`config.mk`:
```
export PLATFORM = sky130hd
export DESIGN_NAME = gregorian_date_arithmetic_unit
export DESIGN_NICKNAME = d
export VERILOG_FILES = /design/src/hw/rtl/gda_pkg.sv /design/src/hw/rtl/gregorian_date_arithmetic_unit.sv /design/src/hw/rtl/gda_year_unit.sv /design/src/hw/rtl/gda_dpath.sv /design/src/hw/rtl/gda_ctrl.sv
export SDC_FILE = /design/constraint.sdc
export NUM_CORES = 1
export LEC_CHECK = 0
export ABC_CLOCK_PERIOD_IN_PS = 15650
export BUFFER_PORTS_ARGS = -buffer_cell sky130_fd_sc_hd__buf_4
export CAP_MARGIN = 10
export CORE_MARGIN = 4
export CORE_UTILIZATION = 42
export DETAILED_ROUTE_END_ITERATION = 8
export SLEW_MARGIN = 20
export SYNTH_ARGS = -nofsm -noshare
export SYNTH_HDL_FRONTEND = slang
export SYNTH_HIERARCHICAL = 1
export SYNTH_SLANG_ARGS = --single-unit
```
`constraint.sdc`:
```
create_clock -name aclk -period 15.65 [get_ports aclk]
set_input_delay 3.13 -clock aclk [delete_from_list [all_inputs] [get_ports aclk]]
set_output_delay 3.13 -clock aclk [all_outputs]
set_load 0.01 [all_outputs]
```
`src/hw/rtl/gda_pkg.sv`:
```
`timescale 1ns / 1ps
// shared widths, codes, command and status structs for the calendar date unit
// calendar tables and day serial helper; no dependencies

package gda_pkg;

    localparam int YW     = 14;   // year
    localparam int MW     = 4;    // month
    localparam int DW     = 5;    // day of month
    localparam int OFFW   = 23;   // day offset and difference
    localparam int SW     = 25;   // signed day serial working width
    localparam int DBYW   = 23;   // days before a year, unsigned
    localparam int REMW   = 9;    // day within year
    localparam int BITW   = 4;    // year search bit index
    localparam int RCPW   = 15;   // reciprocal constant width
    localparam int PRODW  = YW + RCPW;
    localparam int RECIP_SHIFT = 21;
    localparam int QW     = PRODW - RECIP_SHIFT;   // year / 100

    // floor(y / 100) = (y * RECIP100) >> RECIP_SHIFT, exact for y < 43690
    localparam logic [RCPW-1:0] RECIP100 = 15'd20972;

    localparam logic [BITW-1:0] YEAR_TOP_BIT = 4'd13;
    localparam logic [MW-1:0]   MONTH_LAST   = 4'd12;

    // serial of 0001-01-01 and of 10000-01-01
    localparam logic signed [SW-1:0] SERIAL_FIRST = 25'sd366;
    localparam logic signed [SW-1:0] SERIAL_END   = 25'sd3652425;
    localparam logic signed [SW-1:0] DIFF_HI      = 25'sd4194303;
    localparam logic signed [SW-1:0] DIFF_LO      = -25'sd4194304;

    // datapath operations
    localparam logic [2:0] DOP_NONE    = 3'd0;
    localparam logic [2:0] DOP_SAVE_SA = 3'd1;
    localparam logic [2:0] DOP_SHIFT   = 3'd2;
    localparam logic [2:0] DOP_STEP    = 3'd3;
    localparam logic [2:0] DOP_REM     = 3'd4;
    localparam logic [2:0] DOP_WALK    = 3'd5;

    // year unit source
    localparam logic [1:0] YS_A     = 2'd0;
    localparam logic [1:0] YS_B     = 2'd1;
    localparam logic [1:0] YS_CAND  = 2'd2;
    localparam logic [1:0] YS_FINAL = 2'd3;

    // result kinds
    localparam logic [1:0] RK_ERR  = 2'd0;
    localparam logic [1:0] RK_DATE = 2'd1;
    localparam logic [1:0] RK_DIFF = 2'd2;

    typedef struct packed {
        logic       load_in;
        logic       ld_year;
        logic [1:0] ysel;
        logic [2:0] dop;
        logic       res_ld;
        logic [1:0] res_kind;
        logic       out_ld;
    } gda_cmd_t;

    typedef struct packed {
        logic op;
        logic ma_bad;
        logic mb_bad;
        logic year_ok;
        logic range_bad;
        logic last_bit;
        logic month_done;
    } gda_sts_t;

    function automatic logic [8:0] cum_days(input logic [MW-1:0] m);
        logic [8:0] c;
        case (m)
            4'd2:    c = 9'd31;
            4'd3:    c = 9'd59;
            4'd4:    c = 9'd90;
            4'd5:    c = 9'd120;
            4'd6:    c = 9'd151;
            4'd7:    c = 9'd181;
            4'd8:    c = 9'd212;
            4'd9:    c = 9'd243;
            4'd10:   c = 9'd273;
            4'd11:   c = 9'd304;
            4'd12:   c = 9'd334;
            default: c = 9'd0;
        endcase
        return c;
    endfunction

    function automatic logic [DW-1:0] month_len(input logic [MW-1:0] m, input logic leap);
        logic [DW-1:0] l;
        case (m)
            4'd2:    l = leap ? 5'd29 : 5'd28;
            4'd4:    l = 5'd30;
            4'd6:    l = 5'd30;
            4'd9:    l = 5'd30;
            4'd11:   l = 5'd30;
            default: l = 5'd31;
        endcase
        return l;
    endfunction

    // first of the month plus (day - 1), so out-of-range days roll over
    function automatic logic signed [SW-1:0] day_serial(input logic [DBYW-1:0] dby,
                                                        input logic leap,
                                                        input logic [MW-1:0] m,
                                                        input logic [DW-1:0] d);
        logic [SW-1:0] t;
        t = SW'(dby) + SW'(cum_days(m)) + SW'(leap && (m > 4'd2)) + SW'(d) - SW'(1);
        return signed'(t);
    endfunction

endpackage

```
`src/hw/rtl/gregorian_date_arithmetic_unit.sv`:
```
`timescale 1ns / 1ps
// Gregorian date unit: shift a date by a signed day count, or subtract two dates.
// Input channel s_*, result channel m_*, both valid/ready; one result per input.
// Items are handled one at a time: s_ready is high only while the unit is idle.
// An op 1 item (A minus B) passes date A and then date B through the days-before-year
// unit and loads the difference into the result register. An op 0 item (shift A) runs
// a 14-step binary search for the year, each step a pass through the
// two-stage days-before-year unit, then a walk of up to 11 months, one a cycle.
// An invalid month of date A or of date B, or a shift that leaves years 1 to 9999,
// ends the item early with error set.
// A finished result sits in the output register until m_ready; the unit goes
// back to idle as soon as the result is loaded there, so a new input can be
// taken while the receiver stalls. A second result waits inside until the
// output register is emptied.
// Reset (aresetn low, synchronous) returns the controller to idle and drops
// m_valid; no result is pending after reset.
// depends on gda_pkg, gda_ctrl, gda_dpath

module gregorian_date_arithmetic_unit import gda_pkg::*; (
    input  logic                   aclk,
    input  logic                   aresetn,
    input  logic                   s_valid,
    output logic                   s_ready,
    input  logic                   s_op,
    input  logic [YW-1:0]          s_year_a,
    input  logic [MW-1:0]          s_month_a,
    input  logic [DW-1:0]          s_day_a,
    input  logic signed [OFFW-1:0] s_offset_days,
    input  logic [YW-1:0]          s_year_b,
    input  logic [MW-1:0]          s_month_b,
    input  logic [DW-1:0]          s_day_b,
    output logic                   m_valid,
    input  logic                   m_ready,
    output logic [YW-1:0]          m_res_year,
    output logic [MW-1:0]          m_res_month,
    output logic [DW-1:0]          m_res_day,
    output logic signed [OFFW-1:0] m_difference,
    output logic                   m_error
);

    gda_cmd_t cmd;
    gda_sts_t sts;

    gda_ctrl u_ctrl (
        .aclk    (aclk),
        .aresetn (aresetn),
        .s_valid (s_valid),
        .s_ready (s_ready),
        .m_valid (m_valid),
        .m_ready (m_ready),
        .sts     (sts),
        .cmd     (cmd)
    );

    gda_dpath u_dpath (
        .aclk          (aclk),
        .aresetn       (aresetn),
        .cmd           (cmd),
        .sts           (sts),
        .s_op          (s_op),
        .s_year_a      (s_year_a),
        .s_month_a     (s_month_a),
        .s_day_a       (s_day_a),
        .s_offset_days (s_offset_days),
        .s_year_b      (s_year_b),
        .s_month_b     (s_month_b),
        .s_day_b       (s_day_b),
        .m_res_year    (m_res_year),
        .m_res_month   (m_res_month),
        .m_res_day     (m_res_day),
        .m_difference  (m_difference),
        .m_error       (m_error)
    );

endmodule

```
`src/hw/rtl/gda_year_unit.sv`:
```
`timescale 1ns / 1ps
// two-stage unit: days before a year and its leap flag
// depends on gda_pkg

module gda_year_unit import gda_pkg::*; (
    input  logic            aclk,
    input  logic            aresetn,
    input  logic            ld,
    input  logic [YW-1:0]   year_in,
    output logic [DBYW-1:0] dby,
    output logic            leap,
    output logic            ok
);

    logic [YW-1:0]    yq_reg;
    logic [YW-1:0]    ya_reg;
    logic [PRODW-1:0] prod_reg;
    logic [DBYW-1:0]  dby_reg;
    logic             leap_reg;
    logic             vq_reg, va_reg, vb_reg;

    logic [QW-1:0]    q;
    logic [YW-1:0]    rem_full;
    logic [6:0]       r;
    logic [YW:0]      y_plus3;
    logic [DBYW-1:0]  dby_c;
    logic             leap_c;

    always_comb begin
        q        = prod_reg[RECIP_SHIFT +: QW];
        rem_full = ya_reg - YW'(q) * YW'(100);
        r        = rem_full[6:0];
        y_plus3  = {1'b0, ya_reg} + (YW+1)'(3);
        // 365y + ceil(y/4) - ceil(y/100) + ceil(y/400)
        dby_c    = DBYW'(ya_reg) * DBYW'(365) + DBYW'(y_plus3 >> 2)
                 - DBYW'(q) - DBYW'(r != 7'd0)
                 + DBYW'(q[QW-1:2]) + DBYW'(!((r == 7'd0) && (q[1:0] == 2'd0)));
        leap_c   = ((ya_reg[1:0] == 2'd0) && (r != 7'd0))
                 || ((r == 7'd0) && (q[1:0] == 2'd0));
    end

    always_ff @(posedge aclk) begin
        if (ld) begin
            yq_reg <= year_in;
        end
        prod_reg <= PRODW'(yq_reg) * PRODW'(RECIP100);
        ya_reg   <= yq_reg;
        dby_reg  <= dby_c;
        leap_reg <= leap_c;
    end

    // a new load invalidates whatever is still in the stages
    always_ff @(posedge aclk) begin
        if (!aresetn) begin
            vq_reg <= 1'b0;
            va_reg <= 1'b0;
            vb_reg <= 1'b0;
        end else begin
            vq_reg <= ld;
            va_reg <= vq_reg && !ld;
            vb_reg <= (vb_reg || va_reg) && !ld;
        end
    end

    assign dby  = dby_reg;
    assign leap = leap_reg;
    assign ok   = vb_reg;

endmodule

```
`src/hw/rtl/gda_dpath.sv`:
```
`timescale 1ns / 1ps
// datapath: input capture, day serials, year search, month walk, result registers
// depends on gda_pkg and gda_year_unit

module gda_dpath import gda_pkg::*; (
    input  logic                   aclk,
    input  logic                   aresetn,
    input  gda_cmd_t               cmd,
    output gda_sts_t               sts,
    input  logic                   s_op,
    input  logic [YW-1:0]          s_year_a,
    input  logic [MW-1:0]          s_month_a,
    input  logic [DW-1:0]          s_day_a,
    input  logic signed [OFFW-1:0] s_offset_days,
    input  logic [YW-1:0]          s_year_b,
    input  logic [MW-1:0]          s_month_b,
    input  logic [DW-1:0]          s_day_b,
    output logic [YW-1:0]          m_res_year,
    output logic [MW-1:0]          m_res_month,
    output logic [DW-1:0]          m_res_day,
    output logic signed [OFFW-1:0] m_difference,
    output logic                   m_error
);

    logic                   op_reg;
    logic [MW-1:0]          ma_reg, mb_reg;
    logic [DW-1:0]          da_reg, db_reg;
    logic signed [OFFW-1:0] off_reg;
    logic [YW-1:0]          yb_reg;
    logic signed [SW-1:0]   sa_reg, s_reg;
    logic [YW-1:0]          yr_reg;
    logic [BITW-1:0]        bit_reg;
    logic [REMW-1:0]        rem_reg;
    logic [MW-1:0]          mo_reg;

    logic [YW-1:0]          ry_reg;
    logic [MW-1:0]          rm_reg;
    logic [DW-1:0]          rd_reg;
    logic signed [OFFW-1:0] rdiff_reg;
    logic                   rerr_reg;

    logic [YW-1:0]          oy_reg;
    logic [MW-1:0]          om_reg;
    logic [DW-1:0]          od_reg;
    logic signed [OFFW-1:0] odiff_reg;
    logic                   oerr_reg;

    logic [YW-1:0]          year_sel;
    logic [YW-1:0]          cand;
    logic [DBYW-1:0]        dby;
    logic                   leap;
    logic                   year_ok;
    logic signed [SW-1:0]   dby_s;
    logic signed [SW-1:0]   ser_a, ser_b, s_comb, diff_c, rem_c;
    logic signed [OFFW-1:0] diff_sat;
    logic [DW-1:0]          mlen;

    assign cand = yr_reg | (YW'(1) << bit_reg);

    always_comb begin
        case (cmd.ysel)
            YS_A:     year_sel = s_year_a;
            YS_B:     year_sel = yb_reg;
            YS_CAND:  year_sel = cand;
            default:  year_sel = yr_reg;
        endcase
    end

    gda_year_unit u_year (
        .aclk    (aclk),
        .aresetn (aresetn),
        .ld      (cmd.ld_year),
        .year_in (year_sel),
        .dby     (dby),
        .leap    (leap),
        .ok      (year_ok)
    );

    always_comb begin
        dby_s  = signed'(SW'(dby));
        ser_a  = day_serial(dby, leap, ma_reg, da_reg);
        ser_b  = day_serial(dby, leap, mb_reg, db_reg);
        s_comb = sa_reg + SW'(off_reg);
        diff_c = sa_reg - ser_b;
        rem_c  = s_reg - dby_s;
        mlen   = month_len(mo_reg, leap);
        if (diff_c > DIFF_HI) begin
            diff_sat = DIFF_HI[OFFW-1:0];
        end else if (diff_c < DIFF_LO) begin
            diff_sat = DIFF_LO[OFFW-1:0];
        end else begin
            diff_sat = diff_c[OFFW-1:0];
        end
    end

    always_comb begin
        sts.op         = op_reg;
        sts.ma_bad     = !(ma_reg inside {[4'd1:4'd12]});
        sts.mb_bad     = !(mb_reg inside {[4'd1:4'd12]});
        sts.year_ok    = year_ok;
        sts.range_bad  = (s_comb < SERIAL_FIRST) || (s_comb >= SERIAL_END);
        sts.last_bit   = (bit_reg == '0);
        sts.month_done = (mo_reg == MONTH_LAST) || (rem_reg < REMW'(mlen));
    end

    always_ff @(posedge aclk) begin
        if (cmd.load_in) begin
            op_reg  <= s_op;
            ma_reg  <= s_month_a;
            da_reg  <= s_day_a;
            off_reg <= s_offset_days;
            yb_reg  <= s_year_b;
            mb_reg  <= s_month_b;
            db_reg  <= s_day_b;
        end
        case (cmd.dop)
            DOP_SAVE_SA: sa_reg <= ser_a;
            DOP_SHIFT: begin
                s_reg   <= s_comb;
                yr_reg  <= '0;
                bit_reg <= YEAR_TOP_BIT;
            end
            DOP_STEP: begin
                // keep the bit when the year starts on or before the serial
                if (dby_s <= s_reg) begin
                    yr_reg <= cand;
                end
                bit_reg <= bit_reg - BITW'(1);
            end
            DOP_REM: begin
                rem_reg <= rem_c[REMW-1:0];
                mo_reg  <= MW'(1);
            end
            DOP_WALK: begin
                rem_reg <= rem_reg - REMW'(mlen);
                mo_reg  <= mo_reg + MW'(1);
            end
            default: ;
        endcase
        if (cmd.res_ld) begin
            case (cmd.res_kind)
                RK_DATE: begin
                    ry_reg    <= yr_reg;
                    rm_reg    <= mo_reg;
                    rd_reg    <= DW'(rem_reg + REMW'(1));
                    rdiff_reg <= '0;
                    rerr_reg  <= 1'b0;
                end
                RK_DIFF: begin
                    ry_reg    <= '0;
                    rm_reg    <= '0;
                    rd_reg    <= '0;
                    rdiff_reg <= diff_sat;
                    rerr_reg  <= 1'b0;
                end
                default: begin
                    ry_reg    <= '0;
                    rm_reg    <= '0;
                    rd_reg    <= '0;
                    rdiff_reg <= '0;
                    rerr_reg  <= 1'b1;
                end
            endcase
        end
        if (cmd.out_ld) begin
            oy_reg    <= ry_reg;
            om_reg    <= rm_reg;
            od_reg    <= rd_reg;
            odiff_reg <= rdiff_reg;
            oerr_reg  <= rerr_reg;
        end
    end

    assign m_res_year   = oy_reg;
    assign m_res_month  = om_reg;
    assign m_res_day    = od_reg;
    assign m_difference = odiff_reg;
    assign m_error      = oerr_reg;

endmodule

```
`src/hw/rtl/gda_ctrl.sv`:
```
`timescale 1ns / 1ps
// controller: sequences serial computation, year search and month walk
// depends on gda_pkg; drives the datapath through gda_cmd_t

module gda_ctrl import gda_pkg::*; (
    input  logic     aclk,
    input  logic     aresetn,
    input  logic     s_valid,
    output logic     s_ready,
    output logic     m_valid,
    input  logic     m_ready,
    input  gda_sts_t sts,
    output gda_cmd_t cmd
);

    localparam logic [3:0] S_IDLE = 4'd0;
    localparam logic [3:0] S_A    = 4'd1;
    localparam logic [3:0] S_B    = 4'd2;
    localparam logic [3:0] S_SH   = 4'd3;
    localparam logic [3:0] S_SLD  = 4'd4;
    localparam logic [3:0] S_SRCH = 4'd5;
    localparam logic [3:0] S_FLD  = 4'd6;
    localparam logic [3:0] S_FIN  = 4'd7;
    localparam logic [3:0] S_WALK = 4'd8;
    localparam logic [3:0] S_OUT  = 4'd9;

    logic [3:0] state_reg, state_next;
    logic       mvalid_reg, mvalid_next;

    always_comb begin
        state_next  = state_reg;
        mvalid_next = mvalid_reg;
        cmd         = '0;
        if (mvalid_reg && m_ready) begin
            mvalid_next = 1'b0;
        end
        case (state_reg)
            S_IDLE: begin
                if (s_valid) begin
                    cmd.load_in = 1'b1;
                    cmd.ld_year = 1'b1;
                    cmd.ysel    = YS_A;
                    state_next  = S_A;
                end
            end
            S_A: begin
                if (sts.ma_bad) begin
                    cmd.res_ld   = 1'b1;
                    cmd.res_kind = RK_ERR;
                    state_next   = S_OUT;
                end else if (sts.year_ok) begin
                    cmd.dop = DOP_SAVE_SA;
                    if (sts.op) begin
                        cmd.ld_year = 1'b1;
                        cmd.ysel    = YS_B;
                        state_next  = S_B;
                    end else begin
                        state_next = S_SH;
                    end
                end
            end
            S_B: begin
                if (sts.mb_bad) begin
                    cmd.res_ld   = 1'b1;
                    cmd.res_kind = RK_ERR;
                    state_next   = S_OUT;
                end else if (sts.year_ok) begin
                    cmd.res_ld   = 1'b1;
                    cmd.res_kind = RK_DIFF;
                    state_next   = S_OUT;
                end
            end
            S_SH: begin
                if (sts.range_bad) begin
                    cmd.res_ld   = 1'b1;
                    cmd.res_kind = RK_ERR;
                    state_next   = S_OUT;
                end else begin
                    cmd.dop    = DOP_SHIFT;
                    state_next = S_SLD;
                end
            end
            S_SLD: begin
                cmd.ld_year = 1'b1;
                cmd.ysel    = YS_CAND;
                state_next  = S_SRCH;
            end
            S_SRCH: begin
                if (sts.year_ok) begin
                    cmd.dop    = DOP_STEP;
                    state_next = sts.last_bit ? S_FLD : S_SLD;
                end
            end
            S_FLD: begin
                cmd.ld_year = 1'b1;
                cmd.ysel    = YS_FINAL;
                state_next  = S_FIN;
            end
            S_FIN: begin
                if (sts.year_ok) begin
                    cmd.dop    = DOP_REM;
                    state_next = S_WALK;
                end
            end
            S_WALK: begin
                if (sts.month_done) begin
                    cmd.res_ld   = 1'b1;
                    cmd.res_kind = RK_DATE;
                    state_next   = S_OUT;
                end else begin
                    cmd.dop = DOP_WALK;
                end
            end
            S_OUT: begin
                // output register free or being emptied this cycle
                if (!mvalid_reg || m_ready) begin
                    cmd.out_ld  = 1'b1;
                    mvalid_next = 1'b1;
                    state_next  = S_IDLE;
                end
            end
            default: state_next = S_IDLE;
        endcase
    end

    always_ff @(posedge aclk) begin
        if (!aresetn) begin
            state_reg  <= S_IDLE;
            mvalid_reg <= 1'b0;
        end else begin
            state_reg  <= state_next;
            mvalid_reg <= mvalid_next;
        end
    end

    assign s_ready = (state_reg == S_IDLE);
    assign m_valid = mvalid_reg;

endmodule

```
* Word level (Yosys, flattened, before mapping) *
Memories as Yosys holds them, arrays and structs flattened. A register that Yosys moved wholly into a read port is not among the register bits.
Cells that the tools add are included.
W data, S select, Z words.

cells by class
  magnitude comparators = 12
  multiplexer cells = 48
  shift-type cells = 1
  bitwise operators = 2
  multiply operators = 3
  $add $sub $neg = 22
  equality and inequality tests = 32
  reductions and logical operators = 31

operators with widths
  cell                      count
  $mux W4                   13
  $add A25 B1 Y25           2
  $add A25 B5 Y25           2
  $sub A25 B1 Y25 const B   2
  $add A23 B9 Y24           2
  $pmux W14 S3              1
  $pmux W4 S10              1
  $pmux W14 S2              1
  $mul A14 B13 Y27 const B  1
  $add A25 B23 Y25          1
  $ge A25 B23 Y1 const B    1
  $gt A25 B23 Y1 const B    1
  $le A24 B25 Y1            1
  $lt A25 B10 Y1 const B    1
  $lt A25 B23 Y1 const B    1
  $sub A25 B25 Y25          1
  $eq A4 B3 Y1 const B      6
  $mux W3                   8
  $pmux W3 S4               2
  $add A23 B1 Y23           1
  $add A23 B13 Y23          1
  $add A23 B6 Y23           1
  $mul A14 B9 Y23 const B   1
  $mux W23                  1
  49 further kinds          98

storage, ports and cells
  output and inout bits = 49
  word-level logic and storage cells = 187
  memory bits (read-only) = 288
  register bits = 318
  memories = 2
  input port bits = 74

memories
  name             words  width  rd ports  clocked after memory_dff  wr ports  line           source
  (no name shown)  16     9      1         1                         0         gda_pkg.sv:73  case (m)
  (no name shown)  16     9      1         1                         0         gda_pkg.sv:73

* Longest topological paths before layout *
  depth after elaboration = 10
  depth in mapped cells = 27
  gate-level depth less buffers = 27

* Cells and area by module *
The synthesis kept the hierarchy.

modules (own cells, without submodules)
  module         area each (um2)  instances  cells an instance  sequential area each (um2)
  gda_dpath      15479.8          1          1410               7297.0
  gda_year_unit  9130.0           1          892                1401.3
  gda_ctrl       585.6            1          79                 100.1

* Worst setup path after synthesis *
No wires, ideal clock.

  path kind = in2reg
  from = input s_valid
  to = register with a tool-made name
  path slack = 9.355 ns
  cell stages on the path = 7
  required time = 15.501 ns
  path buffers = 1
  arrival time = 6.145 ns
  setup time = 0.149 ns
  cell sequence = and2_1 -> clkbuf_1 -> mux2i_1 -> inv_1 -> ha_1 -> o211ai_1 -> o21ai_0

RTL lines
  what             line                                  source
  start, declared  gregorian_date_arithmetic_unit.sv:22  input logic s_valid,

* Worst setup path in the final report *
  from = register u_dpath.u_year.prod_reg[21]
  to = register u_dpath.u_year.dby_reg[22] (netlist: u_dpath/u_year/dby[22])

between the ends
  word-level cells in the longest chain between the ends = 6

RTL lines
  what                                                           line                                      source
  start, declared                                                gda_year_unit.sv:17                       logic [PRODW-1:0] prod_reg;
  start signal, assigned                                         gda_year_unit.sv:46                       prod_reg <= PRODW'(yq_reg) * PRODW'(RECIP100);
  $mul A8 B5 Y5                                                  gda_year_unit.sv:31                       rem_full = ya_reg - YW'(q) * YW'(100);
  $sub A7 B7 Y7                                                  gda_year_unit.sv:31
  $reduce_bool A7 Y1 / $logic_not A7 Y1 (equally long branches)  gda_year_unit.sv:36, gda_year_unit.sv:37
  $sub A23 B1 Y23 / $logic_and A1 B1 Y1 (equally long branches)  gda_year_unit.sv:36, gda_year_unit.sv:37
  $add A23 B6 Y23 / $logic_not A1 Y1 (equally long branches)     gda_year_unit.sv:37                       + DBYW'(q[QW-1:2]) + DBYW'(!((r == 7'd0) && (q[1:0] == 2'd0)));
  $add A23 B1 Y23 *                                              gda_year_unit.sv:37
  named net u_dpath.u_year.dby_c[22]                             gda_year_unit.sv:26                       logic [DBYW-1:0] dby_c;
  end signal, assigned                                           gda_year_unit.sv:48                       dby_reg <= dby_c;
  end, declared                                                  gda_year_unit.sv:18                       logic [DBYW-1:0] dby_reg;

The timed path passes the listed nets; every way through them passes the cells marked *.
A chain may end at the register's enable or synchronous reset.

==> flow_summary.toml <==
[drt]
route.detailed.drc = 0
met1_length_um = 26800
drt_pass1_iterations = 5
wirelength_um = 55400
drt.antenna.violating_nets = 0
drt_iter0_markers = 1083
dr_total_vias = 16900
route.met3.wl_um = 1990
viasPerCell = 5.08
routedWlPerCell_um = 16.6
dr_wl_met2_um = 25500
highest_layer = "met4"

[sta]
finalHoldViolCount = 0
crit_share_post_route_pct = 39.3
rsz0062_at_grt = "false"
hold_ws_ns = 0.415
finalSetupViolations = 0
least_margin_pin_slew_ns = 0.872
slew_headroom_pct = 41.4
timing.setup.tns_ns = 0
report.final.slew_viol_count = 0
fin_crit_ns = 6.14
fmax_mhz = 163
final_setup_skew_ns = 0.0135

[global_routing]
number_of_global_route_vias_before_repair = 17500
grt_use_total_pct = 17.6
number_of_antenna_violations_at_the_first_check_in_global_routing = 0
grt_start_max_net_pins = 48
grt_pass1_wl_um = 90900
globalRouteOverflowTotal = 0

[worst_setup_path]
worst_r2r_startpoint = "u_dpath/u_year/prod_reg[21]$_DFF_P_"
critical_path.reg2reg.endpoint = "u_dpath/u_year/dby[22]$_DFF_P_"
reg2reg_slack_ns = 9.51
critical_path.startpoint_type = "flop"
worst_setup_path_startpoint = "u_dpath/u_year/prod_reg[21]$_DFF_P_"
critPathKind = "reg2reg"
timing.critical_path.to_type = "flop"
timing.critical_path.arrival_ns = 6.61
cp.required_ns = 16.12
worst_r2r_path_depth = 27
crit_end = "u_dpath/u_year/dby[22]$_DFF_P_"
crit_path_max_fanout = 4

[final_layout]
fill_cell_total_of_the_finished_layout = 5486
multi_input_comb_area_sq_mm = 0.0145
layoutNonFillerInstCount = 3328
layout_common_cells = "inv_1, ha_1, edfxtp_1"
finish.net_count = 3162
area_used_by_sequential_logic_in_the_layout_sq_mm = 0.00880
finalInstanceArea_sq_mm = 0.0283
post_route_cells_drive_above_1_share_pct = 9.32
flow.area_growth_from_synthesis_pct = 12.3
final_common_cell = "inv_1"
antenna_cells = 0

[clock_tree]
ctsLongestPathBuffers = 3
htree_levels = 2
clock-sinks = 317
worstSkewPairLatency_ns = 0.55
clock_tree_from_tritoncts = "built"
cts_buffers = 38
post_cts_buffers = 0
post_cts_resized = 0
clk_pin_slew_worst_setup_hold_paths_ns = 0.06
cts-hold-fix-buffers = 0
cts-root-buf = "clkbuf_16"

[synth]
synth_edf_count = 245
postSynthAreaPerCell_sq_um = 10.6
yosysWarnings = 6
synth_sequential_area_ratio_pct = 34.9
netlist_instances = 2381
post_synthesis_register_bit_count = 317
synth_top_area_share_pct = 29.2
netlist_top_cells_area = "edfxtp_1, ha_1, fa_1, inv_1, dfxtp_1"
postSynth.asyncResetShare_pct = 0
synth_fp_nets = 3018
synth.lib_cells_used.distinct = 89
synth_ff_type = "edfxtp_1"
synth_top_area_cell = "edfxtp_1"
netlist_area_pre_place_sq_mm = 0.0252

[floorplanning]
core_sq_mm = 0.0592
chipHeight_um = 253
die_width_um = 253
initial_core_utilization_pct = 42.5
std_cell_rows = 89
die_area_sq_mm = 0.0640
top_ports = 123

[placement]
gpl.final_weighted_congestion = 0.912
hpwl_um = 44500
numPortBuffers = 122
place_inst = 3258
placedInstanceArea_sq_mm = 0.0270

[hold_path]
hold_path_class = "reg2reg"

[run_status]
outcome = "finished clean"

[run]
timing.max_cap.violations = 0
## cells by family after synthesis
family / after synthesis / synth area share, %
adders and majority gates: 563 / 32.8
buffers and inverters: 505 / 7.70
AOI/OAI and AO/OA: 429 / 11.0
and+or+nand+nor: 417 / 8.22
DFF: 317 / 34.9
xor gates and xnor gates: 129 / 4.48
muxes: 21 / 0.849
## per-stage QoR
step	setup slack (ns)	utilization [%]
after detailed placement	9.57	45.6
final	9.51	47.8
after global placement	9.79	45.6
after CTS	9.55	47.8
after global routing	9.06	47.8
after floorplan	9.36	-
## Yosys cell counts (5+ instances only)
master and count:
mux2i_1 18, or3_1 8, o21bai_1 20, nand3_1 35
nor4_1 7, o21a_1 14, a211oi_1 29, and3_1 9
nand2b_1 19, fa_1 164, nand2_1 80, o211ai_1 7
inv_1 476, xor2_1 40, o31ai_1 10, clkbuf_1 15
a21oi_1 140, ha_1 399, a21o_1 49, nor2_1 128
o21ai_0 84, nor3_1 25, edfxtp_1 245, nand4_1 11
a31oi_1 11, nor2b_1 39, xnor2_1 89, dfxtp_1 72
o21ai_1 5, buf_2 5, and2_1 31
## worst max-delay path: stages (launching register included)
cell and delay (ns):
dfxtp_1 0.37, inv_1 0.09, ha_1 0.31, xnor2_1 0.26, xnor2_1 0.19, xor2_1 0.16
nor3_1 0.06, o2111ai_1 0.26, nor2_1 0.09, and2_1 0.18, fa_1 0.35, inv_1 0.08
fa_1 0.42, ha_1 0.31, ha_1 0.20, inv_1 0.07, fa_1 0.41, inv_1 0.07
ha_1 0.18, inv_1 0.06, fa_1 0.41, nor2b_1 0.14, o21a_1 0.15, a31oi_1 0.20
a211oi_1 0.55, o21ai_1 0.14, and2_1 0.18, o211ai_1 0.17
## metal layers
metal | vias up | global-route usage (%)
li1 | 8374 | -
met1 | 8172 | 25.0
met2 | 298 | 28.7
met3 | 68 | 2.45
met4 | 0 | 4.26
met5 | - | 0
## worst min-delay path by stage
stage	startpoint	to	slack [ns]	depth (start not counted)
5_1_grt	u_dpath/rdiff_reg[11]$_SDFFCE_PP0P_	u_dpath/m_difference[11]$_DFFE_PP_	0.42	0
4_1_cts	u_dpath/rdiff_reg[16]$_SDFFCE_PP0P_	u_dpath/m_difference[16]$_DFFE_PP_	0.42	0
6_report	u_dpath/rdiff_reg[16]$_SDFFCE_PP0P_	u_dpath/m_difference[16]$_DFFE_PP_	0.41	0
3_3_place_gp	u_dpath/rd_reg[2]$_SDFFCE_PP0P_	u_dpath/m_res_day[2]$_DFFE_PP_	0.40	0
3_5_place_dp	u_dpath/rdiff_reg[12]$_SDFFCE_PP0P_	u_dpath/m_difference[12]$_DFFE_PP_	0.40	0
2_1_floorplan	u_dpath/rdiff_reg[0]$_SDFFCE_PP0P_	u_dpath/m_difference[0]$_DFFE_PP_	0.40	0
## layout make-up
class / count / area share [%]
Clock buffer: 47 / 3.77
Clock inverter: 23 / 0.712
Inverter: 476 / 6.31
Multi-Input combinational cell: 1559 / 51.2
Sequential cell: 317 / 31.1
Tap cell: 773 / 3.42
Timing Repair Buffer: 133 / 3.53
Power is left out: the tool's default activity adds up to more than one toggle a clock period on the data nets, which glitch-free logic cannot reach.
